==> src/sv/cube_state_coordinate_encoder_top_assert.svh <==
// ----------------------------------------------------------------------------
// Assertion macros for the cube state coordinate encoder
// Concurrent assertion wrappers that vanish when SYNTHESIS is defined.
// ----------------------------------------------------------------------------
`ifndef CUBE_STATE_COORDINATE_ENCODER_TOP_ASSERT_SVH
`define CUBE_STATE_COORDINATE_ENCODER_TOP_ASSERT_SVH

`ifndef SYNTHESIS
`define CSE_ASSERT(name, clk, rst_n, prop) \
  name: assert property (@(posedge clk) disable iff (!rst_n) (prop)) \
    else $error("cse assertion failed");
`define CSE_ASSERT_NR(name, clk, prop) \
  name: assert property (@(posedge clk) (prop)) \
    else $error("cse assertion failed");
`else
`define CSE_ASSERT(name, clk, rst_n, prop)
`define CSE_ASSERT_NR(name, clk, prop)
`endif

`endif

==> src/sv/cse_pkg.sv <==
// ----------------------------------------------------------------------------
// Cube state encoder package
// Sizes, factorial and power tables, and shared control types.
// ----------------------------------------------------------------------------
package cse_pkg;

  localparam int CORNERS     = 8;
  localparam int EDGES       = 12;
  localparam int CP_W        = 3;
  localparam int CT_W        = 2;
  localparam int EP_W        = 4;
  localparam int CRANK_W     = 16;
  localparam int ERANK_W     = 29;
  localparam int TWIST_W     = 12;
  localparam int FLIP_W      = 11;
  localparam int TWIST_BASE  = 3;
  localparam int MERGE_GROUP = 4;

  localparam logic [31:0] FACT_TAB [EDGES] = '{
    32'd1, 32'd1, 32'd2, 32'd6, 32'd24, 32'd120, 32'd720, 32'd5040,
    32'd40320, 32'd362880, 32'd3628800, 32'd39916800
  };

  localparam logic [TWIST_W-1:0] POW3_TAB [CORNERS-1] = '{
    12'd1, 12'd3, 12'd9, 12'd27, 12'd81, 12'd243, 12'd729
  };

  typedef struct packed {
    logic ld_part;
    logic ld_sum;
  } merge_en_t;

endpackage

==> src/sv/cse_lane.sv <==
// ----------------------------------------------------------------------------
// Lehmer lane
// Counts later positions holding a smaller value and weights the count by
// the factorial of the remaining length.
// ----------------------------------------------------------------------------
module cse_lane #(
  parameter int N      = 8,
  parameter int VAL_W  = 3,
  parameter int POS    = 0,
  parameter int TERM_W = 16
) (
  input  logic [N-1:0][VAL_W-1:0] vals,
  output logic [TERM_W-1:0]       term
);

  localparam int CNT_W = $clog2(N);
  localparam logic [TERM_W-1:0] FACT_W = TERM_W'(cse_pkg::FACT_TAB[N-1-POS]);

  logic [CNT_W-1:0] cnt;

  always_comb begin
    cnt = '0;
    for (int j = 0; j < N; j++) begin
      if (j > POS && vals[j] < vals[POS]) begin
        cnt = cnt + CNT_W'(1);
      end
    end
  end

  assign term = TERM_W'(cnt) * FACT_W;

endmodule

==> src/sv/cse_merge.sv <==
// ----------------------------------------------------------------------------
// Lane merge tree
// Two registered levels: groups of four lane terms, then the group sums.
// ----------------------------------------------------------------------------
module cse_merge #(
  parameter int N = 8,
  parameter int W = 16
) (
  input  logic                clk,
  input  cse_pkg::merge_en_t  en,
  input  logic [N-1:0][W-1:0] terms,
  output logic [W-1:0]        sum_r
);

  localparam int GROUP = cse_pkg::MERGE_GROUP;
  localparam int NG    = (N + GROUP - 1) / GROUP;

  logic [NG*GROUP-1:0][W-1:0] terms_pad;
  logic [NG-1:0][W-1:0]       part_nxt;
  logic [NG-1:0][W-1:0]       part_r;
  logic [W-1:0]               sum_nxt;

  always_comb begin
    terms_pad = '0;
    terms_pad[N-1:0] = terms;
  end

  always_comb begin
    for (int g = 0; g < NG; g++) begin
      part_nxt[g] = '0;
      for (int k = 0; k < GROUP; k++) begin
        part_nxt[g] = part_nxt[g] + terms_pad[g*GROUP+k];
      end
    end
  end

  always_comb begin
    sum_nxt = '0;
    for (int g = 0; g < NG; g++) begin
      sum_nxt = sum_nxt + part_r[g];
    end
  end

  always_ff @(posedge clk) begin
    if (en.ld_part) begin
      part_r <= part_nxt;
    end
    if (en.ld_sum) begin
      sum_r <= sum_nxt;
    end
  end

endmodule

==> src/sv/cube_state_coordinate_encoder_top.sv <==
// ----------------------------------------------------------------------------
// Cube state coordinate encoder
// Turns one packed cube state into permutation ranks and orientation indices.
//
// The input channel (in_valid/in_ready) carries one whole cube state per beat:
// corner and edge permutations, corner twists and edge flips. The output
// channel (out_valid/out_ready) returns one beat per input beat, in order,
// with both Lehmer ranks, the base-3 twist index, the binary flip index and
// bad_state. A state with a repeated or out-of-range piece or a twist of 3
// gives bad_state high and all four coordinates zero.
// A beat passes the stage-1, partial-sum and output registers in turn.
// One beat per cycle unless out_ready stalls: a lane per position ranks all
// positions at once; the merge tree sums lane terms over two registered levels.
// Each pipeline stage advances when the stage after it is empty or moving,
// so a stalled receiver holds the output beat while upstream bubbles fill.
// in_ready falls only once all three stages hold a beat.
// Reset (rst_n low, synchronous) empties the pipeline; no other state.
// ----------------------------------------------------------------------------
`include "cube_state_coordinate_encoder_top_assert.svh"

module cube_state_coordinate_encoder_top (
  input  logic        clk,
  input  logic        rst_n,
  input  logic        in_valid,
  output logic        in_ready,
  input  logic [23:0] in_corner_perm_packed,
  input  logic [15:0] in_corner_twist_packed,
  input  logic [47:0] in_edge_perm_packed,
  input  logic [11:0] in_edge_flip_packed,
  output logic        out_valid,
  input  logic        out_ready,
  output logic [15:0] out_corner_perm_rank,
  output logic [11:0] out_corner_twist_index,
  output logic [28:0] out_edge_perm_rank,
  output logic [10:0] out_edge_flip_index,
  output logic        out_bad_state
);

  localparam int NC = cse_pkg::CORNERS;
  localparam int NE = cse_pkg::EDGES;
  localparam int CW = cse_pkg::CRANK_W;
  localparam int EW = cse_pkg::ERANK_W;
  localparam int TW = cse_pkg::TWIST_W;
  localparam int FW = cse_pkg::FLIP_W;

  logic [NC-1:0][cse_pkg::CP_W-1:0] cp;
  logic [NC-1:0][cse_pkg::CT_W-1:0] ct;
  logic [NE-1:0][cse_pkg::EP_W-1:0] ep;
  logic [NE-1:0]                    ef;

  logic [NC-1:0][CW-1:0] cterm;
  logic [NE-1:0][EW-1:0] eterm;
  logic                  bad;
  logic [TW-1:0]         twist;
  logic [FW-1:0]         flip;

  logic                  s1_v_r, s2_v_r, out_v_r;
  logic                  s1_adv, s2_adv, s3_adv;
  logic [NC-1:0][CW-1:0] s1_cterm_r;
  logic [NE-1:0][EW-1:0] s1_eterm_r;
  logic [TW-1:0]         s1_twist_r, s2_twist_r, out_twist_r;
  logic [FW-1:0]         s1_flip_r, s2_flip_r, out_flip_r;
  logic                  s1_bad_r, s2_bad_r, out_bad_r;
  cse_pkg::merge_en_t    men;
  logic                  out_coords_zero;
  logic                  out_coords_in_range;

  assign cp = in_corner_perm_packed;
  assign ct = in_corner_twist_packed;
  assign ep = in_edge_perm_packed;
  assign ef = in_edge_flip_packed;

  for (genvar i = 0; i < NC; i++) begin : g_clane
    cse_lane #(.N(NC), .VAL_W(cse_pkg::CP_W), .POS(i), .TERM_W(CW)) u_lane (
      .vals (cp),
      .term (cterm[i])
    );
  end

  for (genvar i = 0; i < NE; i++) begin : g_elane
    cse_lane #(.N(NE), .VAL_W(cse_pkg::EP_W), .POS(i), .TERM_W(EW)) u_lane (
      .vals (ep),
      .term (eterm[i])
    );
  end

  always_comb begin
    bad = 1'b0;
    for (int i = 0; i < NC; i++) begin
      for (int j = 0; j < NC; j++) begin
        if (j > i && cp[i] == cp[j]) begin
          bad = 1'b1;
        end
      end
      if (ct[i] >= cse_pkg::CT_W'(cse_pkg::TWIST_BASE)) begin
        bad = 1'b1;
      end
    end
    for (int i = 0; i < NE; i++) begin
      for (int j = 0; j < NE; j++) begin
        if (j > i && ep[i] == ep[j]) begin
          bad = 1'b1;
        end
      end
      if (ep[i] >= cse_pkg::EP_W'(NE)) begin
        bad = 1'b1;
      end
    end
  end

  always_comb begin
    twist = '0;
    for (int i = 0; i < NC - 1; i++) begin
      twist = twist + TW'(ct[i]) * cse_pkg::POW3_TAB[NC-2-i];
    end
    for (int i = 0; i < FW; i++) begin
      flip[FW-1-i] = ef[i];
    end
  end

  assign s3_adv   = !out_v_r || out_ready;
  assign s2_adv   = !s2_v_r || s3_adv;
  assign s1_adv   = !s1_v_r || s2_adv;
  assign in_ready = s1_adv;

  assign men.ld_part = s1_v_r && s2_adv;
  assign men.ld_sum  = s2_v_r && s3_adv;

  always_ff @(posedge clk) begin
    if (!rst_n) begin
      s1_v_r  <= 1'b0;
      s2_v_r  <= 1'b0;
      out_v_r <= 1'b0;
    end else begin
      if (s1_adv) begin
        s1_v_r <= in_valid;
      end
      if (s2_adv) begin
        s2_v_r <= s1_v_r;
      end
      if (s3_adv) begin
        out_v_r <= s2_v_r;
      end
    end
  end

  always_ff @(posedge clk) begin
    if (in_valid && in_ready) begin
      s1_cterm_r <= bad ? '0 : cterm;
      s1_eterm_r <= bad ? '0 : eterm;
      s1_twist_r <= bad ? '0 : twist;
      s1_flip_r  <= bad ? '0 : flip;
      s1_bad_r   <= bad;
    end
    if (men.ld_part) begin
      s2_twist_r <= s1_twist_r;
      s2_flip_r  <= s1_flip_r;
      s2_bad_r   <= s1_bad_r;
    end
    if (men.ld_sum) begin
      out_twist_r <= s2_twist_r;
      out_flip_r  <= s2_flip_r;
      out_bad_r   <= s2_bad_r;
    end
  end

  cse_merge #(.N(NC), .W(CW)) u_cmerge (
    .clk   (clk),
    .en    (men),
    .terms (s1_cterm_r),
    .sum_r (out_corner_perm_rank)
  );

  cse_merge #(.N(NE), .W(EW)) u_emerge (
    .clk   (clk),
    .en    (men),
    .terms (s1_eterm_r),
    .sum_r (out_edge_perm_rank)
  );

  assign out_valid              = out_v_r;
  assign out_corner_twist_index = out_twist_r;
  assign out_edge_flip_index    = out_flip_r;
  assign out_bad_state          = out_bad_r;

  assign out_coords_zero = out_corner_perm_rank == 16'd0 && out_edge_perm_rank == 29'd0 &&
                           out_corner_twist_index == 12'd0 && out_edge_flip_index == 11'd0;
  assign out_coords_in_range = out_corner_perm_rank < 16'd40320 &&
                               out_edge_perm_rank < 29'd479001600 &&
                               out_corner_twist_index < 12'd2187;

  `CSE_ASSERT(a_bad_zero, clk, rst_n, (out_valid && out_bad_state) |-> out_coords_zero)
  `CSE_ASSERT(a_rank_range, clk, rst_n, (out_valid && !out_bad_state) |-> out_coords_in_range)
  `CSE_ASSERT(a_accept_while_held, clk, rst_n, (out_valid && !out_ready && !s2_v_r) |-> in_ready)
  `CSE_ASSERT(a_s2_holds, clk, rst_n, (s2_v_r && out_valid && !out_ready) |=> s2_v_r)
  `CSE_ASSERT_NR(a_reset_empty, clk, !rst_n |=> (!out_valid && in_ready))

endmodule
==> config.mk <==
export PLATFORM = sky130hd
export DESIGN_NAME = cube_state_coordinate_encoder_top
export DESIGN_NICKNAME = d
export VERILOG_FILES = /design/src/sv/cse_pkg.sv /design/src/sv/cse_lane.sv /design/src/sv/cse_merge.sv /design/src/sv/cube_state_coordinate_encoder_top.sv
export VERILOG_INCLUDE_DIRS = /design/src /design/src/sv
export SDC_FILE = /design/constraint.sdc
export NUM_CORES = 1
export LEC_CHECK = 0
export ABC_AREA = 1
export BUFFER_PORTS_ARGS = -buffer_cell sky130_fd_sc_hd__buf_4
export CORE_MARGIN = 8
export CORE_UTILIZATION = 30
export CTS_CLUSTER_DIAMETER = 100
export CTS_CLUSTER_SIZE = 12
export DETAILED_ROUTE_END_ITERATION = 8
export GPL_TIMING_DRIVEN = 0
export SETUP_SLACK_MARGIN = 0.1
export SLEW_MARGIN = 10
export SYNTH_ARGS = -nofsm -noshare
export SYNTH_HDL_FRONTEND = slang
export SYNTH_SLANG_ARGS = --single-unit
==> constraint.sdc <==
create_clock -name clk -period 15.5 [get_ports clk]
set_input_delay 0 -clock clk [delete_from_list [all_inputs] [get_ports clk]]
set_output_delay 0 -clock clk [all_outputs]
set_load 0.02 [all_outputs]
* Word level (Yosys, flattened, before mapping)
Index checks and enable logic that the tools add are counted.
** Cells by class
- Add/sub/neg operators :: 100
- Multiply operators :: 20
- $lt $le $gt $ge :: 114
- Equal/unequal tests :: 94
- Muxes and demuxes :: 208
- Reductions and logical operators :: 9
** Operators with widths (number)
- $add 29x29->29 :: 11
- $eq 4x4->1 :: 66
- $lt 4x4->1 :: 66
- $add 4x1->4 const B :: 55
- $mux 4 :: 55
- $mux 1 :: 132
- $add 16x16->16 :: 7
- $eq 3x3->1 :: 28
- $lt 3x3->1 :: 28
- $add 3x1->3 const B :: 21
- $mux 3 :: 21
- $ge 4x4->1 const B :: 12
- $mul 4x9->13 const B :: 2
- $mul 4x18->21 const B :: 1
- $mul 4x14->18 const B :: 1
- $ge 2x2->1 const B :: 8
- $mul 4x12->16 const B :: 1
- $add 12x10->12 :: 1
- $add 12x2->12 :: 1
- $add 12x4->12 :: 1
- $add 12x6->12 :: 1
- $add 12x7->12 :: 1
- $add 12x9->12 :: 1
- $mul 2x10->12 const B :: 1
- 15 further kinds :: 23
** Storage, ports and cells
- Flip-flop bits (word level) :: 715
- Bits of input ports :: 104
- Logic and storage cells :: 602

* Logic depth before layout (Yosys ltp)
- Depth after elaboration :: 115
- Mapped depth :: 58
- Depth with buffers taken out :: 58

* Hierarchy
A second synthesis with hierarchy kept.
** Unflattened totals
- Cell total of the unflattened synthesis :: 9327
- Area, all modules :: 72947.5 um2
** By module, submodules not included
- cube_state_coordinate_encoder_top :: times used 1, cells an instance 2984, area an instance 28552.4 um2
- cse_merge (u_emerge) :: times used 1, cells an instance 2419, area an instance 17199.0 um2
- cse_merge (u_cmerge) :: times used 1, cells an instance 779, area an instance 5972.0 um2
- cse_lane (g_elane[1].u_lane) :: times used 1, cells an instance 407, area an instance 2792.7 um2
- cse_lane (g_elane[0].u_lane) :: times used 1, cells an instance 392, area an instance 2625.0 um2
- cse_lane (g_elane[2].u_lane) :: times used 1, cells an instance 345, area an instance 2192.1 um2
- cse_lane (g_elane[3].u_lane) :: times used 1, cells an instance 316, area an instance 2098.3 um2
- cse_lane (g_elane[4].u_lane) :: times used 1, cells an instance 256, area an instance 1724.2 um2
- cse_lane (g_elane[5].u_lane) :: times used 1, cells an instance 201, area an instance 1377.6 um2
- cse_lane (g_clane[0].u_lane) :: times used 1, cells an instance 210, area an instance 1301.2 um2
- cse_lane (g_elane[6].u_lane) :: times used 1, cells an instance 174, area an instance 1237.4 um2
- cse_lane (g_clane[1].u_lane) :: times used 1, cells an instance 161, area an instance 1164.9 um2
- cse_lane (g_clane[2].u_lane) :: times used 1, cells an instance 128, area an instance 820.8 um2
- cse_lane (g_elane[7].u_lane) :: times used 1, cells an instance 111, area an instance 775.7 um2
- 9 more rows

* Worst setup path after synthesis
No wires, ideal clock.
- Path kind :: input-to-reg
- From :: input in_edge_perm_packed[7]
- To :: register s1_eterm_r[51] (netlist name) (data pin)
- Setup time :: 152 ps
- Arrival time :: 9010 ps
- Required time :: 15348 ps
- Path slack :: 6338 ps
- Cell stages on the path :: 56
- Buffers on the path :: 0
- Cells stage by stage :: inv_1 -> ha_1 -> nand2_1 -> inv_1 -> a221oi_1 -> inv_1 -> ha_1 -> inv_1 -> nand2_1 -> nand2_2 -> inv_1 -> ha_1 -> nand3_1 -> nand2_1 -> ha_1 -> or2_2 -> o21ai_1 -> inv_1 -> [... 20 more ...] -> inv_1 -> fa_1 -> nand2_1 -> inv_1 -> o21a_1 -> nor2_1 -> o21ai_0 -> nand2_1 -> nand2_1 -> a21oi_1 -> o21ai_0 -> nand2_1 -> inv_1 -> o21ai_0 -> nand2_1 -> nand2_1 -> nand2_1 -> a31oi_1
** On the way
- Cells in the longest elaborated chain, start to end :: 79
- Elaborated cells on any way between the ends :: 120
- Classes of those cells :: add/sub (9); mul (1); order compare (11); eq/ne (11); mux (88)
** RTL lines
- start, declared :: RTL line cube_state_coordinate_encoder_top.sv:28 : input logic [47:0] in_edge_perm_packed,
- $eq 4x4->1 :: RTL line cube_state_coordinate_encoder_top.sv:101 : if (j > i && ep[i] == ep[j]) begin
- $mux 1 (11 in series) :: RTL line cube_state_coordinate_encoder_top.sv:101
- $mux 1 :: RTL line cube_state_coordinate_encoder_top.sv:105 : if (ep[i] >= cse_pkg::EP_W'(NE)) begin
- $mux 1 (10 in series) :: RTL line cube_state_coordinate_encoder_top.sv:101
- $mux 1 :: RTL line cube_state_coordinate_encoder_top.sv:105
- $mux 1 (9 in series) :: RTL line cube_state_coordinate_encoder_top.sv:101
- $mux 1 :: RTL line cube_state_coordinate_encoder_top.sv:105
- $mux 1 (8 in series) :: RTL line cube_state_coordinate_encoder_top.sv:101
- [... 22 more ...]
- $mux 1 (4 in series) :: RTL line cube_state_coordinate_encoder_top.sv:101
- $mux 1 :: RTL line cube_state_coordinate_encoder_top.sv:105
- $mux 1 (3 in series) :: RTL line cube_state_coordinate_encoder_top.sv:101
- $mux 1 :: RTL line cube_state_coordinate_encoder_top.sv:105
- $mux 1 (2 in series) :: RTL line cube_state_coordinate_encoder_top.sv:101
- $mux 1 :: RTL line cube_state_coordinate_encoder_top.sv:105
- $mux 1 :: RTL line cube_state_coordinate_encoder_top.sv:101
- $mux 1 (2 in series) :: RTL line cube_state_coordinate_encoder_top.sv:105
- end signal, assigned :: RTL line cube_state_coordinate_encoder_top.sv:150 : s1_eterm_r <= bad ? '0 : eterm;
- end, declared :: RTL line cube_state_coordinate_encoder_top.sv:60 : logic [NE-1:0][EW-1:0] s1_eterm_r;
Several ways; a longest one is shown, not always the timed one.
A chain may end at the register's enable or synchronous reset.

* Worst setup path in the final report
Same ends and word-level chain as after synthesis.

==> out/results.ini <==
[yosys]
synth_cell_types = 67
synth_top_family_by_area = adder cells
syn_inst = 3756
async_flop_share_pct = 0
synth.mux.area_fraction_pct = 0.198
synth-xor-area-share_pct = 3.87
ys_warn_count = 0
synth_area_leaders = edfxtp_1, ha_1, inv_1
syn-cell-area_sq_um = 34200
ys_ff_latch = 337
synth_top_area_cell = edfxtp_1
synth_top_cell_area_share_pct = 29.4
seq_area_frac_synth_pct = 29.5
synth_compound_area_share_pct = 8.67
avgSynthCellArea_sq_um = 9.09
synth_top_flop_cell = edfxtp_1
synthSimpleGateAreaFrac_pct = 15.7
synthAdderAreaFrac_pct = 34.1
synth-edff-count = 334

[global_route]
grt_pass1_vias = 25000
grt_pass1_wl_mm = 138
grt.overflow.total = 0
track_usage_pct = 13.9
antenna_found_initial = 23
grt_max_degree = 113

[route]
vias = 25600
first_iter_violations = 1439
drt-wirelength-per-cell_um = 16.1
vias_per_cell = 4.64
ant_nets = 0
drc_errors = 0
finalWirelength_mm = 88.5
drt_first_pass_iters = 8

[floorplanning]
die_height_um = 353
die_area_sq_um = 125000
core_sq_um = 113000
start_util_pct = 30.3
die_width_um = 353
fp-row-count = 123
ios = 175

[timing]
period_share_pct = 65.6
hold_viol_final = 0
slew_viol_final = 0
slew-limit-headroom_pct = 24.5
setup_viol = 0
tns_ns = 0
fin_worst_skew_ns = 0.0170
period_needed_ns = 10.17
max_freq_mhz = 98.4
rsz0062_at_grt = false
worst_pin_slew_ns = 1.13

[clock_tree]
insertion_delay_ns = 0.56
cts_tree = built
cts.sinks = 337
cts_buffers = 34
cts_max_level = 2
clk_path_buf_depth = 3
cts_root_buffer = clkbuf_16
cts_resized = 0
clk_pin_slew_ns = 0.07

[layout]
design_area_sq_um = 38600
drive_above_1_share_pct = 9.20
fillerInstances = 11500
area_growth_pct = 13.2
nets = 4947

[worst_setup_path]
cp-end-kind = flop
worst-path-buf-inv = 14
cp_slowest_stage_delay_ns = 0.67
worstPathRequired_ns = 15.89
critPathTopFamily = adder cells
cpMaxStageDelayCell = fa_1
worstReg2RegStart = s1_eterm_r[121]
reg2reg_depth = 17
worstReg2RegEnd = u_emerge.part_r[46]
rrSetupSlack_ns = 11.55
cp.arrival_ns = 10.56
path_class = input port to flop
crit_fanout = 11
timing.critical_path.mode_cell = inv_1
start_kind = input port

[placement]
dpl-instance-area_sq_um = 37500
detailed_place_hpwl_mm = 72.1
gp_congestion = 0.870
port_buffers = 173

[power_and_ir_drop]
p_sw_uw = 3360
pwr-share-seq_pct = 15.9
pwr-share-comb_pct = 72.6
p_int_uw = 3300
swShare_pct = 50.4
irDropWorstVdd_mv = 0.197
power.density_nw_per_um2 = 172
p_clk_share_pct = 11.5
leakage_uw = 0.0195

[min_path]
hp-class = input port to flop
worstHoldEndpoint = s1_cterm_r[96]
hold_path_depth = 3
hold_start = in_corner_perm_packed[23]

[run_status]
status = completed

[job]
cap_viol_max_count = 0

==> power groups by stage <==
stage,clock network [uW],registers [uW],logic [uW]
after global routing,822,1060,5600
after floorplan,0,1090,3740
final,763,1060,4840
after global placement,0,1090,4720
after CTS,797,1060,4850
after detailed placement,0,1080,4800
==> tightest hold or removal path: stages <==
cell,delay [ns]
buf_4,0.15
ha_1,0.17
a2111oi_2,0.10
==> routing by layer <==
layer / GRT usage [%] / part of all wire (%) / vias to the layer above
met4: 5.09 / 3.6 / 18
met3: 2.53 / 5.3 / 133
li1: - / - / 13100
met2: 23.1 / 45 / 485
met1: 17.9 / 46 / 11900
met5: 0 / 0.16 / -
==> repair_timing <==
item	CTS	global route
endpoints found under the setup margin	0	0
hold endpoints to repair	31	0
hold buffers	17	0
buffers inserted	0	0
==> cells in the mapped netlist, types with 19 or more instances <==
master and count:
a21oi_1 214, a221oi_1 19, a31oi_1 20, edfxtp_1 334, fa_1 127, ha_1 727
inv_1 686, nand2_1 550, nand2_2 40, nand3_1 148, nand4_1 38, nor2_1 307
nor3_1 24, nor3b_1 19, o211ai_1 19, o21ai_0 91, o21ai_1 21, o21bai_1 36
xnor2_1 51, xor2_1 91
==> worst max-delay path by stage <==
stage / startpoint / endpoint / cells past startpoint
2_1_floorplan: in_edge_perm_packed[7] / s1_eterm_r[51] / 56
6_report: in_edge_perm_packed[7] / s1_eterm_r[51] / 57
3_3_place_gp: in_edge_perm_packed[7] / s1_eterm_r[51] / 57
4_1_cts: in_edge_perm_packed[7] / s1_eterm_r[51] / 57
3_5_place_dp: in_edge_perm_packed[7] / s1_eterm_r[51] / 57
5_1_grt: in_edge_perm_packed[7] / s1_eterm_r[51] / 56
==> cell families (layout without fill, tap and decap cells) <==
logic type | count (synthesis) | in the layout
other cells | 1 | 14
simple gates | 1199 | 1199
flops | 337 | 337
fa+ha+maj | 854 | 854
buf+inv | 722 | 965
mux | 6 | 6
compound gates | 491 | 491
xor+xnor | 146 | 146
==> stage by stage <==
| stage | util (%) | worst slack [ns] | power (uW) | hold WS [ns] | instances |
|---|---|---|---|---|---|
| 4_1_cts | 34.3 | 5.31 | 6710 | 0.00314 | 5501 |
| 2_1_floorplan | - | 6.34 | 4830 | 0.151 | 3758 |
| 6_report | 34.3 | 5.33 | 6660 | 0.0543 | 5512 |
| 5_1_grt | 34.3 | 4.42 | 7480 | 0.0292 | 5504 |
| 3_3_place_gp | 33.1 | 4.91 | 5810 | 0.263 | 5431 |
| 3_5_place_dp | 33.3 | 4.73 | 5880 | 0.288 | 5436 |
==> state kept, by name, summed over array words and instances (netlist names), 11 cells and up <==
signal                  cells
s1_eterm_r                112
u_emerge.part_r            44
s1_cterm_r                 41
u_emerge.sum_r             29
u_cmerge.part_r            20
u_cmerge.sum_r             16
out_corner_twist_index     12
s1_twist_r                 12
s2_twist_r                 12
out_edge_flip_index        11
s1_flip_r                  11
s2_flip_r                  11
==> cells in the final DEF, fill, tap and decap left out, types with 21 or more instances in the layout <==
cell / Yosys / layout
nor3_1: 24 / 24
clkbuf_16: 0 / 34
ha_1: 727 / 727
nor2_1: 307 / 307
edfxtp_1: 334 / 334
a21oi_1: 214 / 213
nand4_1: 38 / 38
inv_1: 686 / 684
clkbuf_1: 15 / 24
fa_1: 127 / 127
o21ai_0: 91 / 91
xor2_1: 91 / 91
nand3_1: 148 / 148
buf_4: 1 / 174
o21bai_1: 36 / 36
nand2_1: 550 / 550
xnor2_1: 51 / 51
nand2_2: 40 / 40
o21ai_1: 21 / 21
==> layout make-up <==
| class | instances | area [sq um] | share of cell area, % |
|---|---|---|---|
| repair buffers | 195 | 1590 | 4.12 |
| plain buffers | 19 | 76.3 | 0.198 |
| flip-flops and latches | 337 | 10100 | 26.1 |
| diodes | 11 | 27.5 | 0.0712 |
| multi-input cells | 2699 | 21400 | 55.3 |
| inverters | 703 | 2650 | 6.86 |
| clock inverters | 4 | 70.1 | 0.181 |
| well taps | 1500 | 1880 | 4.86 |
| clock buffers | 44 | 888 | 2.30 |
No activity file was read; power rests on OpenSTA's default activity.
